$ cat src/rtl/tcb_pkg.sv
// tcb_pkg: shared types and constants for the text cell blitter.
// Holds item kinds, register indexes, sequencer states and the structs
// passed between the engine, the cell store and the top level.
`timescale 1ns / 1ps

package tcb_pkg;

    // Index width: row * columns + column stays below 2**16 for all geometries
    localparam int IDX_W  = 16;
    localparam int CELL_W = 16;
    localparam int CHG_W  = 14;
    localparam int CNT_W  = 32;

    localparam logic [7:0] BLANK_GLYPH = 8'd32;
    localparam logic [7:0] COLS_RESET  = 8'd80;
    localparam logic [6:0] ROWS_RESET  = 7'd25;

    // Item kinds
    typedef enum logic [2:0] {
        KIND_PUT    = 3'd0,
        KIND_FILL   = 3'd1,
        KIND_SCROLL = 3'd2,
        KIND_READ   = 3'd3,
        KIND_TAKE   = 3'd4
    } kind_t;

    // Configuration register indexes
    typedef enum logic {
        REG_COLUMNS = 1'b0,
        REG_ROWS    = 1'b1
    } cfg_reg_t;

    // Sequencer states
    typedef enum logic [3:0] {
        ST_CLEAR,
        ST_IDLE,
        ST_CLIP,
        ST_MUL_DST,
        ST_MUL_SRC,
        ST_ROW,
        ST_RD,
        ST_WR,
        ST_DONE
    } state_t;

    // Cell store access: one write port, two read ports
    typedef struct packed {
        logic              wr_en;
        logic [IDX_W-1:0]  wr_idx;
        logic [CELL_W-1:0] wr_data;
        logic [IDX_W-1:0]  rd_idx_a;
        logic [IDX_W-1:0]  rd_idx_b;
    } mem_req_t;

    // One result item
    typedef struct packed {
        logic [CELL_W-1:0] cell_value;
        logic [CHG_W-1:0]  changed_cells;
        logic [CNT_W-1:0]  total_writes;
    } result_t;

endpackage

$ cat src/rtl/tcb_engine.sv
// tcb_engine: sequencer that clips each item and walks its cells through
// the store, with one shared multiplier for row bases and a change counter.
// Depends on tcb_pkg; drives the tcb_store request.
`timescale 1ns / 1ps

module tcb_engine
    import tcb_pkg::*;
#(
    parameter int CELL_CAPACITY = 4096
) (
    input  logic              clk,
    input  logic              rst_n,
    input  logic              in_valid,
    output logic              in_stall,
    input  logic [2:0]        kind,
    input  logic signed [8:0] x_pos,
    input  logic signed [8:0] y_pos,
    input  logic signed [8:0] rect_width,
    input  logic signed [8:0] rect_height,
    input  logic signed [7:0] scroll_lines,
    input  logic [7:0]        glyph,
    input  logic [7:0]        attribute,
    input  logic [7:0]        cols,
    input  logic [6:0]        rows,
    output mem_req_t          mem_req,
    input  logic [CELL_W-1:0] rd_data_a,
    input  logic [CELL_W-1:0] rd_data_b,
    output logic              res_valid,
    input  logic              res_take,
    output result_t           res
);

    localparam int AW = $clog2(CELL_CAPACITY);
    localparam logic [IDX_W-1:0] CAP_IDX  = IDX_W'(CELL_CAPACITY);
    localparam logic [AW-1:0]    CLR_LAST = AW'(CELL_CAPACITY - 1);

    state_t state_reg, state_next;

    // Captured item
    logic [2:0]        kind_reg,  kind_next;
    logic signed [8:0] xin_reg,   xin_next;
    logic signed [8:0] yin_reg,   yin_next;
    logic signed [8:0] win_reg,   win_next;
    logic signed [8:0] hin_reg,   hin_next;
    logic signed [7:0] lines_reg, lines_next;
    logic [7:0]        glyph_reg, glyph_next;
    logic [7:0]        attr_reg,  attr_next;

    // Clipped walk parameters
    logic [7:0]        xc_reg,     xc_next;
    logic [7:0]        w_reg,      w_next;
    logic [6:0]        h_reg,      h_next;
    logic [7:0]        ystart_reg, ystart_next;
    logic [7:0]        mag_reg,    mag_next;
    logic [6:0]        copy_reg,   copy_next;
    logic              desc_reg,   desc_next;
    logic              read_reg,   read_next;
    logic [CELL_W-1:0] fill_reg,   fill_next;

    // Walk position
    logic [IDX_W-1:0]  dst_base_reg, dst_base_next;
    logic [IDX_W-1:0]  src_base_reg, src_base_next;
    logic [IDX_W-1:0]  dst_idx_reg,  dst_idx_next;
    logic [IDX_W-1:0]  src_idx_reg,  src_idx_next;
    logic [7:0]        col_reg,      col_next;
    logic [6:0]        row_reg,      row_next;

    // Results and counters
    logic [CELL_W-1:0] value_reg,   value_next;
    logic [CHG_W-1:0]  chg_reg,     chg_next;
    logic [CNT_W-1:0]  total_reg,   total_next;
    logic [CNT_W-1:0]  counter_reg, counter_next;
    logic [AW-1:0]     clr_reg,     clr_next;

    // Clipping, from the captured item
    logic              single, scroll, act, part, go;
    logic signed [10:0] xs, ys, ws0, hs0, ws1, hs1, ws2, hs2;
    logic signed [10:0] xc_s, yc_s, cols_s, rows_s, lines_s, mag_s, copy_s, ystart_s;

    always_comb
    begin
        single  = (kind_reg == KIND_PUT) || (kind_reg == KIND_READ);
        scroll  = (kind_reg == KIND_SCROLL);
        xs      = {{2{xin_reg[8]}}, xin_reg};
        ys      = {{2{yin_reg[8]}}, yin_reg};
        ws0     = single ? 11'sd1 : {{2{win_reg[8]}}, win_reg};
        hs0     = single ? 11'sd1 : {{2{hin_reg[8]}}, hin_reg};
        cols_s  = {3'b000, cols};
        rows_s  = {4'b0000, rows};
        lines_s = {{3{lines_reg[7]}}, lines_reg};

        // left and top edges
        if (xs < 11'sd0)
        begin
            ws1  = ws0 + xs;
            xc_s = 11'sd0;
        end
        else
        begin
            ws1  = ws0;
            xc_s = xs;
        end
        if (ys < 11'sd0)
        begin
            hs1  = hs0 + ys;
            yc_s = 11'sd0;
        end
        else
        begin
            hs1  = hs0;
            yc_s = ys;
        end

        // right and bottom edges
        ws2 = (xc_s + ws1 > cols_s) ? cols_s - xc_s : ws1;
        hs2 = (yc_s + hs1 > rows_s) ? rows_s - yc_s : hs1;
        act = (ws2 > 11'sd0) && (hs2 > 11'sd0);

        // scroll split: copied rows first, blank rows after
        mag_s    = (lines_s < 11'sd0) ? -lines_s : lines_s;
        part     = scroll && (mag_s < hs2);
        copy_s   = part ? hs2 - mag_s : 11'sd0;
        ystart_s = (part && lines_s < 11'sd0) ? yc_s + hs2 - 11'sd1 : yc_s;

        go = act && (!scroll || lines_reg != 8'sd0)
             && ((kind_reg == KIND_PUT) || (kind_reg == KIND_FILL)
                 || (kind_reg == KIND_READ) || scroll);
    end

    // Shared multiplier: row base of the first row, then the scroll offset
    logic [7:0]       mul_a;
    logic [IDX_W-1:0] mul_p;

    assign mul_a = (state_reg == ST_MUL_DST) ? ystart_reg : mag_reg;
    assign mul_p = {8'b0, mul_a} * {8'b0, cols};

    // Cell decision
    logic              dst_ok, src_ok, copy_now, differ, last_col, last_row;
    logic [CELL_W-1:0] new_cell;

    always_comb
    begin
        dst_ok   = dst_idx_reg < CAP_IDX;
        src_ok   = src_idx_reg < CAP_IDX;
        copy_now = copy_reg != 7'd0;
        new_cell = copy_now ? (src_ok ? rd_data_b : '0) : fill_reg;
        differ   = dst_ok && (rd_data_a != new_cell);
        last_col = col_reg == w_reg - 8'd1;
        last_row = row_reg == h_reg - 7'd1;
    end

    // Sequencer: next state and outputs
    always_comb
    begin
        state_next    = state_reg;
        kind_next     = kind_reg;
        xin_next      = xin_reg;
        yin_next      = yin_reg;
        win_next      = win_reg;
        hin_next      = hin_reg;
        lines_next    = lines_reg;
        glyph_next    = glyph_reg;
        attr_next     = attr_reg;
        xc_next       = xc_reg;
        w_next        = w_reg;
        h_next        = h_reg;
        ystart_next   = ystart_reg;
        mag_next      = mag_reg;
        copy_next     = copy_reg;
        desc_next     = desc_reg;
        read_next     = read_reg;
        fill_next     = fill_reg;
        dst_base_next = dst_base_reg;
        src_base_next = src_base_reg;
        dst_idx_next  = dst_idx_reg;
        src_idx_next  = src_idx_reg;
        col_next      = col_reg;
        row_next      = row_reg;
        value_next    = value_reg;
        chg_next      = chg_reg;
        total_next    = total_reg;
        counter_next  = counter_reg;
        clr_next      = clr_reg;

        in_stall         = 1'b1;
        res_valid        = 1'b0;
        mem_req.wr_en    = 1'b0;
        mem_req.wr_idx   = dst_idx_reg;
        mem_req.wr_data  = new_cell;
        mem_req.rd_idx_a = dst_idx_reg;
        mem_req.rd_idx_b = src_idx_reg;

        unique case (state_reg)
            // zero every cell after reset
            ST_CLEAR:
            begin
                mem_req.wr_en   = 1'b1;
                mem_req.wr_idx  = {{(IDX_W-AW){1'b0}}, clr_reg};
                mem_req.wr_data = '0;
                clr_next        = clr_reg + AW'(1);
                if (clr_reg == CLR_LAST)
                begin
                    state_next = ST_IDLE;
                end
            end

            ST_IDLE:
            begin
                in_stall = 1'b0;
                if (in_valid)
                begin
                    kind_next  = kind;
                    xin_next   = x_pos;
                    yin_next   = y_pos;
                    win_next   = rect_width;
                    hin_next   = rect_height;
                    lines_next = scroll_lines;
                    glyph_next = glyph;
                    attr_next  = attribute;
                    state_next = ST_CLIP;
                end
            end

            ST_CLIP:
            begin
                value_next  = '0;
                chg_next    = '0;
                total_next  = '0;
                xc_next     = xc_s[7:0];
                w_next      = ws2[7:0];
                h_next      = hs2[6:0];
                ystart_next = ystart_s[7:0];
                mag_next    = mag_s[7:0];
                copy_next   = copy_s[6:0];
                desc_next   = part && (lines_s < 11'sd0);
                read_next   = kind_reg == KIND_READ;
                fill_next   = scroll ? {attr_reg, BLANK_GLYPH} : {attr_reg, glyph_reg};
                if (kind_reg == KIND_TAKE)
                begin
                    total_next   = counter_reg;
                    counter_next = '0;
                    state_next   = ST_DONE;
                end
                else if (go)
                begin
                    state_next = ST_MUL_DST;
                end
                else
                begin
                    state_next = ST_DONE;
                end
            end

            ST_MUL_DST:
            begin
                dst_base_next = mul_p;
                state_next    = ST_MUL_SRC;
            end

            ST_MUL_SRC:
            begin
                src_base_next = desc_reg ? dst_base_reg - mul_p : dst_base_reg + mul_p;
                row_next      = '0;
                state_next    = ST_ROW;
            end

            ST_ROW:
            begin
                dst_idx_next = dst_base_reg + {8'b0, xc_reg};
                src_idx_next = src_base_reg + {8'b0, xc_reg};
                col_next     = '0;
                state_next   = ST_RD;
            end

            // store reads the destination and source cells
            ST_RD:
            begin
                state_next = ST_WR;
            end

            ST_WR:
            begin
                if (read_reg)
                begin
                    value_next = dst_ok ? rd_data_a : '0;
                end
                else if (differ)
                begin
                    mem_req.wr_en = 1'b1;
                    chg_next      = chg_reg + CHG_W'(1);
                    if (counter_reg != '1)
                    begin
                        counter_next = counter_reg + CNT_W'(1);
                    end
                end
                col_next     = col_reg + 8'd1;
                dst_idx_next = dst_idx_reg + IDX_W'(1);
                src_idx_next = src_idx_reg + IDX_W'(1);
                if (!last_col)
                begin
                    state_next = ST_RD;
                end
                else if (last_row)
                begin
                    state_next = ST_DONE;
                end
                else
                begin
                    row_next      = row_reg + 7'd1;
                    copy_next     = copy_now ? copy_reg - 7'd1 : copy_reg;
                    dst_base_next = desc_reg ? dst_base_reg - {8'b0, cols}
                                             : dst_base_reg + {8'b0, cols};
                    src_base_next = desc_reg ? src_base_reg - {8'b0, cols}
                                             : src_base_reg + {8'b0, cols};
                    state_next    = ST_ROW;
                end
            end

            ST_DONE:
            begin
                res_valid = 1'b1;
                if (res_take)
                begin
                    state_next = ST_IDLE;
                end
            end

            default:
            begin
                state_next = ST_IDLE;
            end
        endcase
    end

    assign res.cell_value    = value_reg;
    assign res.changed_cells = chg_reg;
    assign res.total_writes  = total_reg;

    // Control state
    always_ff @(posedge clk or negedge rst_n)
    begin
        if (!rst_n)
        begin
            state_reg   <= ST_CLEAR;
            counter_reg <= '0;
            clr_reg     <= '0;
        end
        else
        begin
            state_reg   <= state_next;
            counter_reg <= counter_next;
            clr_reg     <= clr_next;
        end
    end

    // Item and walk registers
    always_ff @(posedge clk)
    begin
        kind_reg     <= kind_next;
        xin_reg      <= xin_next;
        yin_reg      <= yin_next;
        win_reg      <= win_next;
        hin_reg      <= hin_next;
        lines_reg    <= lines_next;
        glyph_reg    <= glyph_next;
        attr_reg     <= attr_next;
        xc_reg       <= xc_next;
        w_reg        <= w_next;
        h_reg        <= h_next;
        ystart_reg   <= ystart_next;
        mag_reg      <= mag_next;
        copy_reg     <= copy_next;
        desc_reg     <= desc_next;
        read_reg     <= read_next;
        fill_reg     <= fill_next;
        dst_base_reg <= dst_base_next;
        src_base_reg <= src_base_next;
        dst_idx_reg  <= dst_idx_next;
        src_idx_reg  <= src_idx_next;
        col_reg      <= col_next;
        row_reg      <= row_next;
        value_reg    <= value_next;
        chg_reg      <= chg_next;
        total_reg    <= total_next;
    end

    // Writes happen only in the clearing pass or a cell step
    assert property (@(posedge clk) disable iff (!rst_n)
        mem_req.wr_en |-> (state_reg == ST_CLEAR || state_reg == ST_WR))
        else $error("store written outside clear or cell step");

    // A cell step never writes beyond capacity
    assert property (@(posedge clk) disable iff (!rst_n)
        (state_reg == ST_WR && mem_req.wr_en) |-> (dst_idx_reg < CAP_IDX))
        else $error("cell write beyond capacity");

    // The write counter only drops when a take item is clipped
    assert property (@(posedge clk) disable iff (!rst_n)
        (state_reg != ST_CLIP) |=> (counter_reg >= $past(counter_reg)))
        else $error("write counter decreased");

    // Column walk stays inside the clipped width
    assert property (@(posedge clk) disable iff (!rst_n)
        (state_reg == ST_WR) |-> (col_reg < w_reg))
        else $error("column walk past rectangle width");

endmodule

$ cat config.mk
export PLATFORM = sky130hd
export DESIGN_NAME = tcb_engine
export DESIGN_NICKNAME = d
export VERILOG_FILES = /design/src/rtl/tcb_pkg.sv /design/src/rtl/tcb_engine.sv
export SDC_FILE = /design/constraint.sdc
export NUM_CORES = 1
export LEC_CHECK = 0
export ABC_AREA = 1
export BUFFER_PORTS_ARGS = -buffer_cell sky130_fd_sc_hd__buf_2
export CAP_MARGIN = 10
export CORE_MARGIN = 2
export CORE_UTILIZATION = 39
export DETAILED_ROUTE_END_ITERATION = 16
export MAX_ROUTING_LAYER = met4
export PLACE_DENSITY_LB_ADDON = 0.12
export SLEW_MARGIN = 20
export SYNTH_ARGS = -nofsm -noshare
export SYNTH_HDL_FRONTEND = slang
export SYNTH_SLANG_ARGS = --single-unit
$ cat constraint.sdc
create_clock -name clk -period 6.5 [get_ports clk]
set_input_delay 0.325 -clock clk [delete_from_list [all_inputs] [get_ports clk]]
set_output_delay 0.325 -clock clk [all_outputs]
set_load 0.02 [all_outputs]
==> reports/summary.txt, run 1 <==
Most used DFF post-synth: edfxtp_1
Worst path max stage delay: 540 ps
DR iter-0 viols: 1110
Hold Path Class: primary input to flop
clock skew after layout: 46.1 ps
CP startpoint kind: flop
routed wl met3: 2.73 mm
largest net degree at the start of global routing: 77
Unique masters post-synth: 61
FF-to-FF Start: state_reg[3]
GPL Wtd Cong: 0.929
Netlist Area Pre-Place: 24400 um2
CTS tree: built
# DRC: 0
max-cap viol count: 0
global-route wire length before repair: 106 mm
Period minus WS final: 6190 ps
via count: 21300
Core Area: 61800 um2
DIE HEIGHT: 254 um
post-synthesis sequential area ratio: 37.9%
vias in the first global route: 20600
Initial Util: 39.5%
metal2 WL: 33.4 mm
max layer used: met4
Final Hold Viols: 0
Worst Tran Pin Value: 977 ps
total grt overflow: 0
CP max stage cell: fa_1
WHS: 63.0 ps
initial antenna violation count: 3
Via density: 4.95
met1 WL: 31.1 mm
Slew Limit Fails: 0
die area: 64600 um2
synthesized area per cell: 8.08 um2
yosys warns: 0
clk_lat worst skew: 600 ps
Hold Path Depth: 3
status: finished clean
Crit path arrival time: 6490 ps
Req. time, crit path: 6810 ps
Crit. End Element: flop
start point of the worst hold path: rd_data_a[12]
Synth top area share: 33.0%
R2R depth: 34
cell area after placement: 26900 um2
Num CTS Buffers: 41
reg2reg end: src_base_reg[15]
Buffers on Ports: 242
CTS root buf: clkbuf_16
Layout fillers: 5978
achievable frequency: 162 MHz
final critical-path share of the clock period: 95.2%
Max FO, Critical Path: 8
Final Cell Area: 30000 um2
Worst R2R Setup Slack: 310 ps
H-tree depth: 2
CTS Sinks: 316
WL/cell: 16.0 um
Sequential cell area: 9250 um2
Slew headroom: 34.9%
GRT Util Overall: 21.2%
placed cells: 4106
largest area contributor in the netlist: edfxtp_1
Post-DP HPWL: 53.1 mm
WL final: 68.8 mm
num ports: 243
DRT Pass-1 Iters: 7
final cell count without fillers: 4296
Hold EP: value_reg[12]
ANT nets after route: 0
RSZ-0062 raised after global routing: yes
synthesized flop and latch total: 316
Post-layout nets: 3788
Gate Count Post-Synth: 3018
floorplan row count: 91
ys async rst share: 15.2%
type of the worst setup path: flop to flop
number of flops mapped to enable cells by yosys: 268
ranking of synthesized cells by area: edfxtp_1, ha_1, nand2_1
final core utilization: 48.5%
final setup violation count: 0
most frequent cells in the layout: nand2_1, inv_1, nor2_1
area grow syn2layout: 22.9%
chip width: 254 um
layout cells sized above 1: 18.8%
area of the multi-input gates: 13600 um2
commonest non-fill, non-tap cell in the layout: nand2_1
clock-pin slew on the worst setup and hold paths: 60 ps
clk buf depth: 3
cell usage after synthesis, types with 25 or more instances:
cell,n
xnor2_1,41
inv_1,532
o21ai_0,216
nor3_1,57
a21oi_1,154
nand2_1,551
ha_1,200
dfrtp_1,48
fa_1,49
nand2_2,27
nand4_1,46
nor4_1,25
clkbuf_1,40
xor2_1,104
nand3_1,97
o31ai_1,25
edfxtp_1,268
nor2_1,349
repair_timing:
item / 4_1_cts / 5_1_grt
buffers inserted: 0 / 46
gates resized for setup: 7 / 196
hold endpoints to repair: 111 / 0
cloned: 0 / 3
pin swaps: 0 / 102
setup endpoints to repair: 6 / 21
hold buffers: 64 / 0
logic make-up after synthesis:
group,after synthesis,synth area share [%]
adder cells (fa/ha/maj),249,14.3
buffers and inverters,599,9.47
AND/OR/NAND/NOR,1227,22.2
other,1,0.0154
XOR/XNOR,145,5.21
flip-flops,316,37.9
multiplexers,1,0.0410
AO/OA/AOI/OAI,480,10.9
worst max-delay path, delay by kind of cell (launching register included):
kind,cells,cell delay (ps)
adder cells (fa/ha/maj),6,2660
AND/OR/NAND/NOR,14,1310
AO/OA/AOI/OAI,6,700
XOR/XNOR,3,510
flip-flops,1,410
buffers and inverters,5,320
cell type report:
type | count | share of cell area [%]
multi-input combinational | 2107 | 45.4
sequential | 316 | 30.8
timing repair buffer | 415 | 8.98
inverter | 544 | 6.86
clock buffer | 51 | 3.55
tap | 837 | 3.49
clock inverter | 25 | 0.889
antenna | 1 | 0.00834
worst max path at each step:
stage,depth (start not counted),start,endpoint
after global placement,28,state_reg[2],src_base_reg[14]
after CTS,31,state_reg[2],src_base_reg[15]
after floorplan,42,kind_reg[0],ystart_reg[7]
after global routing,46,kind_reg[1],ystart_reg[6]
after detailed placement,28,state_reg[2],src_base_reg[14]
final,34,state_reg[3],src_base_reg[15]
metal layers:
layer  vias up  global-route usage, %
met5         -                      -
met4         0                   5.63
met3        96                   2.54
met2       436                   35.5
met1      9984                   27.1
li1      10800                      -
stage by stage:
step                setup slack [ps]  TNS, ps
finish                           315        0
CTS                            0.513        0
detailed placement              -213     -524
global placement                -197     -440
global route                    -105    -1030
floorplan                       17.3        0
Power of run 1 is left out: the tool's default activity adds up to more than one toggle a clock period on the data nets, which glitch-free logic cannot reach.
==> run 2: changes to the inputs <==
--- a/config.mk
+++ b/config.mk
@@ -11,3 +11,3 @@
 export CORE_MARGIN = 2
-export CORE_UTILIZATION = 39
+export CORE_UTILIZATION = 24
 export DETAILED_ROUTE_END_ITERATION = 16
--- a/constraint.sdc
+++ b/constraint.sdc
@@ -3,2 +3,2 @@
 set_output_delay 0.325 -clock clk [all_outputs]
-set_load 0.02 [all_outputs]
+set_load 0.01 [all_outputs]
==> run 2 against run 1 <==
Effect of this change:
- clock skew hardly changed
- register-to-register slack hardly changed
- sequential share of layout area is 0.67 points lower
- first-iteration DRC count is 8.2% lower
- die area is 61% higher
- wire length is 11% higher
- largest cell class unchanged
- global-route usage is 6.3 points lower
- via count is 2.5% lower
- clock-buffer cell count is 2 higher
- setup slack better by 6.7 ps
- non-clock buffer count is 22 higher
- cell count is 13% higher
==> reports/summary.txt, run 2 (synthesis results as in run 1) <==
Crit path arrival time: 6520 ps (+30 ps)
power after layout: 19.9 mW
via count: 20700 (-2.5%)
RSZ-0062 raised after global routing: yes
Via density: 4.28 (-14%)
CTS Sinks: 316 (unchanged)
Core Area: 100000 um2 (+62%)
Crit path buffers/inverters: 8 (+3)
H-tree depth: 2 (unchanged)
CP startpoint kind: flop
area grow syn2layout: 25.7%
final cell count without fillers: 4848 (+13%)
Req. time, crit path: 6840 ps (+30 ps)
Slew headroom: 29.2% (-5.7 points)
Hold Path Depth: 3 (unchanged)
DR iter-0 viols: 1019 (-8.2%)
GPL Wtd Cong: 0.821 (-12%)
clock power share: 12.2%
Final Hold Viols: 0 (unchanged)
Critical Path End: src_base_reg[15]
Worst R2R Setup Slack: 320 ps (about the same)
most frequent cells in the layout: nand2_1, inv_1, nor2_1
type of the worst setup path: flop to flop
final setup violation count: 0 (unchanged)
Layout fillers: 10900 (+83%)
WHS: 56.9 ps (-6.11 ps)
WL/cell: 15.8 um (-1.3%)
WL final: 76.7 mm (+11%)
placed cells: 4667 (+14%)
DRT Pass-1 Iters: 5 (-2)
num ports: 243 (unchanged)
Psw: 9.11 mW
Crit. End Element: flop
pwr/cell area: 649 nW/um2
Comb pwr share: 68.9%
Slew Limit Fails: 0 (unchanged)
CP max stage cell: fa_1
P_leak: 13.9 nW
final core utilization: 30.5% (-18 points)
initial antenna violation count: 4 (+1)
DIE HEIGHT: 323 um (+27%)
status: finished clean
Buffers on Ports: 242 (unchanged)
final critical-path share of the clock period: 95.1% (-0.10 points)
crit path launch: state_reg[3]
Hold Path Class: primary input to flop
Worst path max stage delay: 540 ps (about the same)
global-route wire length before repair: 117 mm (+11%)
largest net degree at the start of global routing: 77 (unchanged)
Sw Ratio: 45.8%
floorplan row count: 116 (+27%)
R2R depth: 33 (-2.9%)
clk buf depth: 3 (unchanged)
Period minus WS final: 6180 ps (-6.73 ps)
# DRC: 0 (unchanged)
CTS root buf: clkbuf_16
FF-to-FF Start: state_reg[3]
Max VDD drop: 0.721 mV
commonest non-fill, non-tap cell in the layout: nand2_1
TNS Setup: 0 ps (unchanged)
total grt overflow: 0 (unchanged)
Worst Tran Pin Value: 1050 ps (+77.1 ps)
CTS tree: built
vias in the first global route: 20600 (-0.18%)
clk_lat worst skew: 610 ps (about the same)
ANT nets after route: 0 (unchanged)
die area: 104000 um2 (+61%)
clock-pin slew on the worst setup and hold paths: 60 ps (about the same)
GRT Util Overall: 14.9% (-6.3 points)
chip width: 323 um (+27%)
Flop pwr share: 18.8%
clock skew after layout: 46.1 ps (+0.0140 ps)
Initial Util: 24.3% (-15 points)
CP delay by family, top: adder cells
achievable frequency: 162 MHz (+0.11%)
Max FO, Critical Path: 6 (-2)
CP most frequent cell: nand2_1
layout cells sized above 1: 17.4% (-1.4 points)
max-cap viol count: 0 (unchanged)
Post-layout nets: 3813 (+0.66%)
reg2reg end: src_base_reg[15]
cell depth of the worst setup path: 33 (-2.9%)
Int Pwr: 10.8 mW
Post-DP HPWL: 60.5 mm (+14%)
Num CTS Buffers: 45 (+9.8%)
-- run 2: cell count changes in the layout (fill, tap and decap cells not counted), sizes merged --
cell,before,now
diode,1,4
buf,351,366
dlygate4sd3,64,71
clkbuf,51,53
inv,543,542
clkinv,20,21
clkinvlp,3,9
nand2,583,582
-- run 2: metal layers --
layer	routed length, um	track usage [%]
met3	2890	2.10
met5	0	-
met1	37000	19.9
met4	1300	3.27
met2	35500	24.0
-- run 2: tightest hold or removal path: stages --
cell and delay [ps]:
buf_2 80, inv_1 50, nor2_1 100
-- run 2: per-stage QoR --
| stage | setup slack [ps] | area (um2) |
|---|---|---|
| floorplan | 17.3 | 24400 |
| global placement | 42.2 | 27900 |
| detailed placement | 50.0 | 27900 |
| CTS | 10.4 | 30000 |
| global route | -121 | 30700 |
| finish | 321 | 30700 |
-- run 2: layout make-up --
| cell class | instances | area, um2 | area share [%] |
|---|---|---|---|
| clock inverters | 31 | 270 | 0.882 |
| inverters | 544 | 2050 | 6.70 |
| repair buffers | 437 | 2870 | 9.35 |
| well taps | 1357 | 1700 | 5.54 |
| clock buffers | 53 | 1180 | 3.84 |
| multi-input cells | 2106 | 13300 | 43.5 |
| flip-flops and latches | 316 | 9250 | 30.2 |
| diodes | 4 | 10.0 | 0.0327 |
-- run 2: power groups by stage --
stage	clock network (mW)	logic, mW	registers (mW)
finish	2.43	13.7	3.75
global route	2.61	15.5	3.83
CTS	2.55	12.7	3.75
detailed placement	0	12.6	3.78
global placement	0	12.7	3.79
floorplan	0	7.94	3.72
-- run 2: repair_timing --
item | in CTS | in global routing
gates cloned | 0 | 1
hold endpoints to repair | 118 | 0
gates resized for setup | 2 | 119
setup endpoints to repair | 2 | 26
hold buffers | 71 | 0
pin swaps | 1 | 47
setup buffers | 3 | 18
-- run 2: how the worst min path moves through the flow --
stage	slack [ps]	end	start
detailed placement	410	fill_reg[8]	attr_reg[0]
floorplan	30	clr_reg[0]	rst_n
global placement	400	fill_reg[9]	attr_reg[1]
global route	20	value_reg[11]	rd_data_a[11]
CTS	1	value_reg[11]	rd_data_a[11]
finish	60	value_reg[11]	rd_data_a[11]
No activity file was read; power rests on OpenSTA's default activity.
